**src/design/llmq_pkg.sv**
```systemverilog
// ----------------------------------------------------------------------------
// llmq_pkg
// shared constants, operation codes and controller/datapath link types
// for the linked list message queue
// ----------------------------------------------------------------------------
package llmq_pkg;

  localparam int SLOTS   = 64;
  localparam int QUEUES  = 4;
  localparam int SLOT_W  = 6;
  localparam int QUEUE_W = 2;
  localparam int OP_W    = 2;
  localparam int LINK_W  = SLOT_W + 1;

  localparam int IN_W    = 16;
  localparam int OUT_W   = 8;

  localparam logic [OP_W-1:0] OP_APPEND = 2'd0;
  localparam logic [OP_W-1:0] OP_REMOVE = 2'd1;
  localparam logic [OP_W-1:0] OP_PUSH   = 2'd2;
  localparam logic [OP_W-1:0] OP_UNLINK = 2'd3;

  typedef struct packed {
    logic accept;
    logic exec;
    logic wr2;
    logic load_out;
  } ctrl_cmd_t;

  typedef struct packed {
    logic need2;
    logic out_free;
  } dp_status_t;

  typedef struct packed {
    logic              got_valid;
    logic [SLOT_W-1:0] got_slot;
    logic              now_empty;
  } result_t;

endpackage

```
**src/design/linked_list_message_queue.sv**
```systemverilog
// ----------------------------------------------------------------------------
// linked_list_message_queue
// several singly linked queues of message slots in one next-link memory
// ----------------------------------------------------------------------------
// Each item names a queue and an operation (append at tail, remove head,
// push at head, unlink a slot given its predecessor) and gives one result
// item. An item starts with the registered read of the link memory, then
// makes one link write per cycle through its single write port; an append
// to a non-empty queue and an unlink below the head need a second write. A
// new item is taken while the previous result still waits at the output.
// Link memory entries are undefined until a slot is appended or pushed.
// ----------------------------------------------------------------------------
module linked_list_message_queue (
  input  logic                      clk_i,
  input  logic                      rst_ni,
  input  logic                      s_axis_tvalid,
  output logic                      s_axis_tready,
  // op[1:0], queue_id[3:2], slot[9:4], prev_slot[15:10]
  input  logic [llmq_pkg::IN_W-1:0] s_axis_tdata,
  output logic                      m_axis_tvalid,
  input  logic                      m_axis_tready,
  // got_slot[5:0], now_empty[6], zero[7]
  output logic [llmq_pkg::OUT_W-1:0] m_axis_tdata,
  // got_valid[0]
  output logic                      m_axis_tuser
);

  import llmq_pkg::*;

  ctrl_cmd_t  cmd;
  dp_status_t status;
  result_t    res;

  llmq_ctrl u_ctrl (
    .clk_i      (clk_i),
    .rst_ni     (rst_ni),
    .in_valid_i (s_axis_tvalid),
    .in_ready_o (s_axis_tready),
    .status_i   (status),
    .cmd_o      (cmd)
  );

  llmq_dp u_dp (
    .clk_i       (clk_i),
    .rst_ni      (rst_ni),
    .in_data_i   (s_axis_tdata),
    .cmd_i       (cmd),
    .status_o    (status),
    .out_valid_o (m_axis_tvalid),
    .out_ready_i (m_axis_tready),
    .out_res_o   (res)
  );

  assign m_axis_tdata = {1'b0, res.now_empty, res.got_slot};
  assign m_axis_tuser = res.got_valid;

endmodule

```
**src/design/llmq_ram.sv**
```systemverilog
// ----------------------------------------------------------------------------
// llmq_ram
// generic simple dual port ram, one write and one registered read port
// ----------------------------------------------------------------------------
module llmq_ram #(
  parameter int WIDTH = 8,
  parameter int DEPTH = 64
) (
  input  logic                     clk_i,
  input  logic                     we_i,
  input  logic [$clog2(DEPTH)-1:0] waddr_i,
  input  logic [WIDTH-1:0]         wdata_i,
  input  logic                     re_i,
  input  logic [$clog2(DEPTH)-1:0] raddr_i,
  output logic [WIDTH-1:0]         rdata_o
);

  logic [WIDTH-1:0] mem_q [DEPTH];

  always_ff @(posedge clk_i) begin
    if (we_i) begin
      mem_q[waddr_i] <= wdata_i;
    end
    if (re_i) begin
      rdata_o <= mem_q[raddr_i];
    end
  end

endmodule

```
**src/design/llmq_ctrl.sv**
```systemverilog
// ----------------------------------------------------------------------------
// llmq_ctrl
// sequencer: accept, execute with link read data, optional second link
// write, hold until the output register is free
// ----------------------------------------------------------------------------
module llmq_ctrl (
  input  logic                clk_i,
  input  logic                rst_ni,
  input  logic                in_valid_i,
  output logic                in_ready_o,
  input  llmq_pkg::dp_status_t status_i,
  output llmq_pkg::ctrl_cmd_t  cmd_o
);

  import llmq_pkg::*;

  localparam logic [1:0] ST_IDLE = 2'd0;
  localparam logic [1:0] ST_EXEC = 2'd1;
  localparam logic [1:0] ST_WR2  = 2'd2;
  localparam logic [1:0] ST_HOLD = 2'd3;

  logic [1:0] state_q, state_d;

  always_comb begin
    state_d  = state_q;
    cmd_o    = '0;
    unique case (state_q)
      ST_IDLE: begin
        cmd_o.accept = in_valid_i;
        if (in_valid_i) begin
          state_d = ST_EXEC;
        end
      end
      ST_EXEC: begin
        cmd_o.exec = 1'b1;
        if (status_i.need2) begin
          state_d = ST_WR2;
        end else if (status_i.out_free) begin
          cmd_o.load_out = 1'b1;
          state_d        = ST_IDLE;
        end else begin
          state_d = ST_HOLD;
        end
      end
      ST_WR2: begin
        cmd_o.wr2 = 1'b1;
        if (status_i.out_free) begin
          cmd_o.load_out = 1'b1;
          state_d        = ST_IDLE;
        end else begin
          state_d = ST_HOLD;
        end
      end
      ST_HOLD: begin
        if (status_i.out_free) begin
          cmd_o.load_out = 1'b1;
          state_d        = ST_IDLE;
        end
      end
      default: state_d = ST_IDLE;
    endcase
  end

  assign in_ready_o = (state_q == ST_IDLE);

  always_ff @(posedge clk_i or negedge rst_ni) begin
    if (!rst_ni) begin
      state_q <= ST_IDLE;
    end else begin
      state_q <= state_d;
    end
  end

endmodule

```
**src/design/llmq_dp.sv**
```systemverilog
// ----------------------------------------------------------------------------
// llmq_dp
// queue head, tail and empty registers, next-link ram and output register
// ----------------------------------------------------------------------------
module llmq_dp (
  input  logic                          clk_i,
  input  logic                          rst_ni,
  input  logic [llmq_pkg::IN_W-1:0]     in_data_i,
  input  llmq_pkg::ctrl_cmd_t           cmd_i,
  output llmq_pkg::dp_status_t          status_o,
  output logic                          out_valid_o,
  input  logic                          out_ready_i,
  output llmq_pkg::result_t             out_res_o
);

  import llmq_pkg::*;

  logic [OP_W-1:0]    in_op;
  logic [QUEUE_W-1:0] in_qid;
  logic [SLOT_W-1:0]  in_slot;
  logic [SLOT_W-1:0]  in_prev;

  logic [OP_W-1:0]    op_q;
  logic [QUEUE_W-1:0] qid_q;
  logic [SLOT_W-1:0]  slot_q;
  logic [SLOT_W-1:0]  prev_q;

  logic [SLOT_W-1:0]  head_q [QUEUES];
  logic [SLOT_W-1:0]  tail_q [QUEUES];
  logic [QUEUES-1:0]  empty_q;

  logic [LINK_W-1:0]  link_rd;
  logic [LINK_W-1:0]  link_m1;
  logic [SLOT_W-1:0]  head_cur, tail_cur;
  logic               empty_cur;

  logic               wa_en;
  logic [SLOT_W-1:0]  wa_addr;
  logic [LINK_W-1:0]  wa_data;
  logic               w2_need;
  logic [SLOT_W-1:0]  w2_addr_d, w2_addr_q;
  logic [LINK_W-1:0]  w2_data_d, w2_data_q;
  logic [SLOT_W-1:0]  head_nx, tail_nx;
  logic               empty_nx;
  result_t            res_d, res_q;

  logic               ram_we;
  logic [SLOT_W-1:0]  ram_waddr;
  logic [LINK_W-1:0]  ram_wdata;
  logic [SLOT_W-1:0]  ram_raddr;

  logic               out_valid_q;
  result_t            out_res_q;

  assign in_op   = in_data_i[1:0];
  assign in_qid  = in_data_i[3:2];
  assign in_slot = in_data_i[9:4];
  assign in_prev = in_data_i[15:10];

  assign head_cur  = head_q[qid_q];
  assign tail_cur  = tail_q[qid_q];
  assign empty_cur = empty_q[qid_q];
  assign link_m1   = link_rd - LINK_W'(1);

  always_comb begin
    wa_en     = 1'b0;
    wa_addr   = slot_q;
    wa_data   = '0;
    w2_need   = 1'b0;
    w2_addr_d = slot_q;
    w2_data_d = '0;
    head_nx   = head_cur;
    tail_nx   = tail_cur;
    empty_nx  = empty_cur;
    res_d     = '0;
    unique case (op_q)
      OP_APPEND: begin
        wa_en   = 1'b1;
        tail_nx = slot_q;
        if (empty_cur) begin
          head_nx  = slot_q;
          empty_nx = 1'b0;
        end else begin
          w2_need   = 1'b1;
          w2_addr_d = tail_cur;
          w2_data_d = LINK_W'(slot_q) + LINK_W'(1);
        end
      end
      OP_REMOVE: begin
        if (!empty_cur) begin
          wa_en   = 1'b1;
          wa_addr = head_cur;
          if (link_rd == '0) begin
            empty_nx = 1'b1;
          end else begin
            head_nx = link_m1[SLOT_W-1:0];
          end
          res_d.got_valid = 1'b1;
          res_d.got_slot  = head_cur;
        end
      end
      OP_PUSH: begin
        wa_en   = 1'b1;
        head_nx = slot_q;
        if (empty_cur) begin
          tail_nx  = slot_q;
          empty_nx = 1'b0;
        end else begin
          wa_data = LINK_W'(head_cur) + LINK_W'(1);
        end
      end
      OP_UNLINK: begin
        if (!empty_cur) begin
          wa_en = 1'b1;
          if (slot_q == head_cur) begin
            if (link_rd == '0) begin
              empty_nx = 1'b1;
            end else begin
              head_nx = link_m1[SLOT_W-1:0];
            end
          end else begin
            wa_addr = prev_q;
            wa_data = link_rd;
            w2_need = 1'b1;
            if (slot_q == tail_cur) begin
              tail_nx = prev_q;
            end
          end
        end
      end
      default: ;
    endcase
    res_d.now_empty = empty_nx;
  end

  assign ram_we    = cmd_i.exec ? wa_en : cmd_i.wr2;
  assign ram_waddr = cmd_i.exec ? wa_addr : w2_addr_q;
  assign ram_wdata = cmd_i.exec ? wa_data : w2_data_q;
  assign ram_raddr = (in_op == OP_REMOVE) ? head_q[in_qid] : in_slot;

  llmq_ram #(
    .WIDTH (LINK_W),
    .DEPTH (SLOTS)
  ) u_link_ram (
    .clk_i   (clk_i),
    .we_i    (ram_we),
    .waddr_i (ram_waddr),
    .wdata_i (ram_wdata),
    .re_i    (cmd_i.accept),
    .raddr_i (ram_raddr),
    .rdata_o (link_rd)
  );

  always_ff @(posedge clk_i) begin
    if (cmd_i.accept) begin
      op_q   <= in_op;
      qid_q  <= in_qid;
      slot_q <= in_slot;
      prev_q <= in_prev;
    end
    if (cmd_i.exec) begin
      head_q[qid_q] <= head_nx;
      tail_q[qid_q] <= tail_nx;
      w2_addr_q     <= w2_addr_d;
      w2_data_q     <= w2_data_d;
      res_q         <= res_d;
    end
    if (cmd_i.load_out) begin
      out_res_q <= cmd_i.exec ? res_d : res_q;
    end
  end

  always_ff @(posedge clk_i or negedge rst_ni) begin
    if (!rst_ni) begin
      empty_q     <= '1;
      out_valid_q <= 1'b0;
    end else begin
      if (cmd_i.exec) begin
        empty_q[qid_q] <= empty_nx;
      end
      if (cmd_i.load_out) begin
        out_valid_q <= 1'b1;
      end else if (out_ready_i) begin
        out_valid_q <= 1'b0;
      end
    end
  end

  assign status_o.need2    = w2_need;
  assign status_o.out_free = !out_valid_q || out_ready_i;
  assign out_valid_o       = out_valid_q;
  assign out_res_o         = out_res_q;

endmodule

```
**config.mk**
```make
export PLATFORM = sky130hd
export DESIGN_NAME = linked_list_message_queue
export DESIGN_NICKNAME = d
export VERILOG_FILES = /design/src/design/llmq_pkg.sv /design/src/design/linked_list_message_queue.sv /design/src/design/llmq_ram.sv /design/src/design/llmq_ctrl.sv /design/src/design/llmq_dp.sv
export SDC_FILE = /design/constraint.sdc
export NUM_CORES = 1
export LEC_CHECK = 0
export BUFFER_PORTS_ARGS = -buffer_cell sky130_fd_sc_hd__buf_2
export CAP_MARGIN = 10
export CORE_MARGIN = 8
export CORE_UTILIZATION = 55
export DETAILED_ROUTE_END_ITERATION = 6
export GPL_TIMING_DRIVEN = 0
export PLACE_DENSITY = 0.71
export SLEW_MARGIN = 20
export SYNTH_ARGS = -nofsm -noshare
export SYNTH_HDL_FRONTEND = slang
export SYNTH_SLANG_ARGS = --single-unit
```
**constraint.sdc**
```tcl
create_clock -name clk_i -period 7.5 [get_ports clk_i]
set_clock_uncertainty 0.15 [all_clocks]
set_input_delay 1.5 -clock clk_i [delete_from_list [all_inputs] [get_ports clk_i]]
set_output_delay 1.5 -clock clk_i [all_outputs]
set_load 0.02 [all_outputs]
```
Yosys cells after proc, flatten, opt, wreduce, memory -nomap -nowiden
Memory sizes are Yosys's and may differ from the RTL's. A register that Yosys moved wholly into a read port is not among the register bits.
Cells that the tools add are included.
W data, S select, Z words.
{"block": "op_classes", "addsub": 3, "n_mul": 0, "n_div": 0, "magnitude_cmp": 2, "n_eq_ne": 11, "shift": 0, "muxes": 60, "bitwise": 1, "n_reduce_logical": 12}
{"op": "$mux W6", "count": 14}
{"op": "$mux W7", "count": 6}
{"op": "$pmux W6 S4", "count": 1}
{"op": "$mux W1", "count": 21}
{"op": "$pmux W6 S3", "count": 1}
{"op": "$add A6 B1 Y7 const B", "count": 2}
{"op": "$pmux W7 S2", "count": 1}
{"op": "$eq A6 B6 Y1", "count": 2}
{"op": "$mux W2", "count": 6}
{"op": "$pmux W6 S2", "count": 1}
{"op": "$eq A2 B2 Y1 const B", "count": 4}
{"op": "$mux W8", "count": 1}
{"op": "$pmux W2 S4", "count": 1}
{"op": "$reduce_or A2 Y1", "count": 4}
{"op": "$logic_not A7 Y1", "count": 1}
{"op": "$eq A2 B1 Y1 const B", "count": 3}
{"op": "$pmux W1 S2", "count": 3}
{"op": "$sub A6 B1 Y6 const B", "count": 1}
{"op": "$bwmux W4", "count": 1}
{"op": "$logic_not A2 Y1", "count": 2}
{"op": "$ne A2 B2 Y1 const B", "count": 2}
{"op": "$lt A2 B3 Y1 const B", "count": 1}
{"op": "$pmux W1 S3", "count": 1}
{"op": "$bmux W1 S2", "count": 1}
{"op": "8 further kinds", "count": 8}
{"block": "totals", "ff_bits": 52, "latchBits": 0, "ramBits": 496, "rom_bits": 0, "inputBits": 20, "output_inout_bits": 11, "word_cells": 107, "memories": 3}
{"memory": "u_dp.u_link_ram.mem_q", "words": 64, "word_bits": 7, "rd": 1, "rd_clocked_by_memory_dff": 1, "write_ports": 1, "line_no": "llmq_ram.sv:18", "rtl": "logic [WIDTH-1:0] mem_q [DEPTH];"}
{"memory": "u_dp.head_q", "words": 4, "word_bits": 6, "rd": 2, "rd_clocked_by_memory_dff": 1, "write_ports": 1, "line_no": "llmq_dp.sv:28", "rtl": "logic [SLOT_W-1:0] head_q [QUEUES];"}
{"memory": "u_dp.tail_q", "words": 4, "word_bits": 6, "rd": 1, "rd_clocked_by_memory_dff": 1, "write_ports": 1, "line_no": "llmq_dp.sv:29", "rtl": "logic [SLOT_W-1:0] tail_q [QUEUES];"}

Depth between registers and ports, before layout
{"block": "logic_depth", "word_depth": 7, "ltp_mapped": 11, "ltp_nobuf": 9}

Cells and area by module
A second synthesis with hierarchy kept.
{"block": "hier_totals", "hier_cells": 1305, "area_unflattened_um2": 23374.9}
{"module": "llmq_ram", "instances": 1, "cells_per_inst": 827, "area_each_um2": 17705.7, "seq_area_each_um2": 13663.1}
{"module": "llmq_dp", "instances": 1, "cells_per_inst": 464, "area_each_um2": 5545.3, "seq_area_each_um2": 2882.8}
{"module": "llmq_ctrl", "instances": 1, "cells_per_inst": 12, "area_each_um2": 112.6, "seq_area_each_um2": 50.0}
{"module": "linked_list_message_queue", "instances": 1, "cells_per_inst": 2, "area_each_um2": 11.3, "seq_area_each_um2": 0.0}

Least setup slack after synthesis
Ideal clock, no wire load.
{"block": "synth_path", "kind": "reg-to-reg", "startpoint": "register (tool-made name)", "endpoint": "memory u_dp.u_link_ram.mem_q[0][2] (netlist name) (data pin)", "setup_ns": 0.702, "arrival_ns": 4.768, "required_ns": 6.648, "slack_ns": 1.880, "stages_incl_launch_ff": 10, "n_path_buf": 2, "synth_period_minus_slack_ns": 5.620, "path_cell_list": "dfxtp_1 buf_6 mux4_2 buf_4 xnor2_1 nand2_2 nor2_1 nor3_1 a22oi_1 o21ai_0"}
{"element": "to (decl)", "line_no": "llmq_ram.sv:18"}

Final worst setup path
{"block": "layout_path", "startpoint": "input port s_axis_tdata[3] (netlist name)", "endpoint": "register u_dp.u_link_ram.rdata_o[0] (read register of u_dp.u_link_ram.mem_q) (data pin)"}
{"block": "layout_between", "elab_chain_cells": 2}
{"element": "from (decl)", "line_no": "linked_list_message_queue.sv:19", "rtl": "input logic [llmq_pkg::IN_W-1:0] s_axis_tdata,"}
{"element": "$mem_v2 Z4 W6"}
{"element": "$mux W6", "line_no": "llmq_dp.sv:139", "rtl": "assign ram_raddr = (in_op == OP_REMOVE) ? head_q[in_qid] : in_slot;"}
{"element": "to (decl)", "line_no": "llmq_ram.sv:15", "rtl": "output logic [WIDTH-1:0] rdata_o"}
No other way between the ends.
A chain may end at the register's enable or synchronous reset.

==> impl_metrics.tcl <==
set metrics [dict create \
    post-route-cell-area_um2 26500 \
    maxCapViolations 0 \
    synthCells 1291 \
    start_kind "input port" \
    yosysMostFrequentCell "edfxtp_1" \
    slew_headroom_pct 20.6 \
    antennaDiodeCount 0 \
    seq_area_frac_synth_pct 71.6 \
    die_w_um 221 \
    setup_viol 0 \
    timing.final.crit_share_pct 66.1 \
    detailed_place_hpwl_um 39800 \
    io_buffers 29 \
    hold_viol 0 \
    synth-async-reset-ratio_pct 1.26 \
    r2r_setup_slack_ps 2760 \
    total_power_uw 9570 \
    clock-sinks 557 \
    postCtsSetupRepairBufs 0 \
    cp_max_fo 10 \
    worst_slew_pin_slew_ps 1180 \
    status "finished clean" \
    initial_core_util_pct 55.5 \
    antenna_left 0 \
    synth_warnings 0 \
    synth_area_leaders "edfxtp_1, mux4_2, nand2_1, a22oi_1, nor3_1" \
    slowest_delay_ps 450 \
    drt_first_pass_iters 5 \
    syn_to_final_growth_pct 14.1 \
    die_h_um 221 \
    core_um2 41800 \
    crit_chain "buf_2 -> clkbuf_1 -> mux4_2 -> mux2i_1 -> buf_2 -> buf_2 -> buf_2 -> mux4_2 -> a22oi_1 -> nand4_1 -> and4_1" \
    rr_worst_depth 8 \
    fmax_ghz 0.202 \
    syn_area_um2 23200 \
    crit_type "input port to flip-flop" \
    holdPathStages 2 \
    ir_drop_v 0.000236 \
    crit_required_ps 7710 \
    seqCellArea_um2 16600 \
    postSynthAreaPerCell_um2 18.0 \
    fp-row-count 75 \
    grt_pass1_vias 13100 \
    wl_per_cell_um 28.7 \
    h-tree-depth 2 \
    busiest_layer "met2" \
    gp_congestion 0.956 \
    tritoncts "built" \
    grtUsageTotal_pct 23.1 \
    netlist.area_leader.share_pct 69.9 \
    wl_um 57000 \
    antenna_found_initial 1 \
    min_to "u_dp.res_q[4]$_DFF_P_" \
    timing.rr.end "u_dp.u_link_ram.mem_q[12][3]$_DFFE_PP_" \
    synthFlopType "edfxtp_1" \
    crit_arrival_ps 5170 \
    nets 1433 \
    worstSetupEndpointType "flip-flop" \
    grt_max_degree 40 \
    multi_input_area_um2 6560 \
    cts_buffers 54 \
    drive_above_1_share_pct 28.0 \
    powerDensity_nw_per_um2 362 \
    synth_nets 1319 \
    cts.reportedPaths.clkPinSlew_ps 60 \
    globalRouteMet1Util_pct 29.7 \
    cts_hold_buf 0 \
    static-leakage-power_uw 0.00842 \
    rsz0062_at_grt "false" \
    nFillCells 2883 \
    synthTopCellsByCount "edfxtp_1, mux4_2, nand2_1" \
    overflow 0 \
    slowest_stage "buf_2" \
    ctsResizeCount 0 \
    clockBufferDepth 3 \
    drc 0 \
    hold_path.class "flip-flop to flip-flop" \
    grtUsageMet3_pct 4.59 \
    cts-root-buf "clkbuf_16" \
    drv_slew 0 \
    min_period_ps 4960 \
    vias 13000 \
    dpl_cell_area_um2 24800 \
    insertion_delay_ps 610 \
    grtUsageMet2_pct 38.4 \
    via_per_inst 6.56 \
    synth_seq_cells 557 \
    worst_path_most_repeated_cell "buf_2" \
    synth_edf_count 540 \
    grt_pass1_wl_um 84700 \
    hp-start "u_dp.res_q[4]$_DFF_P_" \
    ios 31 \
    drt-initial-drc-count 1468 \
    ys_types 70 \
    dieArea_um2 49000 \
    synth_top_area_cell "edfxtp_1" \
]
## worst max-delay path: cells and delay by family
family / cells / cell delay (ps)
mux: 3 / 1100
simple gates: 2 / 600
compound gates: 1 / 250
buf+inv: 5 / 1690
## cell families (layout without fill, tap and decap cells)
kind of cell	after synthesis	after routing	share of synthesized area [%]
AOI/OAI and AO/OA	172	172	5.28
buffers and inverters	91	245	1.85
muxes	152	152	13.4
xor gates and xnor gates	24	24	1.07
adders and majority gates	8	8	0.432
and+or+nand+nor	286	286	6.37
other	1	1	0.0162
DFF	557	557	71.6
## cell type report
cell class | instances | area share (%)
clock inverter | 35 | 0.974
buffer | 79 | 1.46
multi-input combinational | 643 | 24.8
sequential | 557 | 62.7
inverter | 12 | 0.170
tap | 539 | 2.55
timing repair buffer | 58 | 2.15
clock buffer | 61 | 5.21
## routing by layer
layer  wire [um]  vias to the layer above
li1            -                     5521
met1       21800                     6737
met2       28400                      623
met3        4640                      141
met4        2090                        0
met5           0                        -
## report_power, final
part	switching (uW)	internal (uW)
sequential	91.1	4170
clock	1150	1420
combinational	1920	819
total	3160	6410
## through the flow
stage | cells | TNS, ps | utilization [%] | setup slack, ps | hold WS [ps]
after floorplan | 1291 | 0 | - | 1880 | 264
after global placement | 1859 | -672430 | 57.5 | -1970 | 287
after detailed placement | 1888 | 0 | 59.3 | 1870 | 292
after CTS | 1984 | 0 | 63.2 | 2550 | 308
after global routing | 1984 | 0 | 63.4 | 2360 | 348
final | 1984 | 0 | 63.4 | 2540 | 309
## worst max path at each step
| stage | from | endpoint | depth (start not counted) |
|---|---|---|---|
| global route | s_axis_tdata[3] | u_dp.u_link_ram.rdata_o[6]$_DFFE_PP_ | 11 |
| detailed placement | s_axis_tdata[3] | u_dp.u_link_ram.rdata_o[0]$_DFFE_PP_ | 11 |
| global placement | u_ctrl.state_q[1]$_DFFE_PN0P_ | u_dp.u_link_ram.mem_q[26][1]$_DFFE_PP_ | 6 |
| CTS | s_axis_tdata[3] | u_dp.u_link_ram.rdata_o[0]$_DFFE_PP_ | 11 |
| finish | s_axis_tdata[3] | u_dp.u_link_ram.rdata_o[0]$_DFFE_PP_ | 11 |
| floorplan | flip-flop | u_dp.u_link_ram.mem_q[0][2]$_DFFE_PP_ | 9 |
## state kept, by name, summed over array words and instances (netlist names), named ones only
| register | count |
|---|---|
| u_dp.u_link_ram.mem_q | 448 |
| u_dp.u_link_ram.rdata_o | 7 |
| u_dp.out_res_o | 8 |
| u_ctrl.state_q | 2 |
| u_dp.head_q | 24 |
| u_dp.tail_q | 24 |
| u_dp.w2_addr_q | 6 |
| u_dp.prev_q | 6 |
| u_dp.op_q | 2 |
| u_dp.slot_q | 6 |
| u_dp.empty_q | 4 |
| u_dp.res_q | 8 |
| u_dp.out_valid_o | 1 |
| u_dp.qid_q | 2 |
| u_dp.w2_data_q | 7 |
## placed cells by master, fill, tap and decap left out, drive strengths merged, types with 19 or more instances in the layout
cell type and count:
a21oi 43, nand2 86, clkbuf 93, nor4 20
mux4 124, nor3 49, o21ai 33, nand3 44
edfxtp 540, buf 105, a22oi 40, nor2 31
clkinv 31, a221oi 19
(Power assumes the default switching activity.)
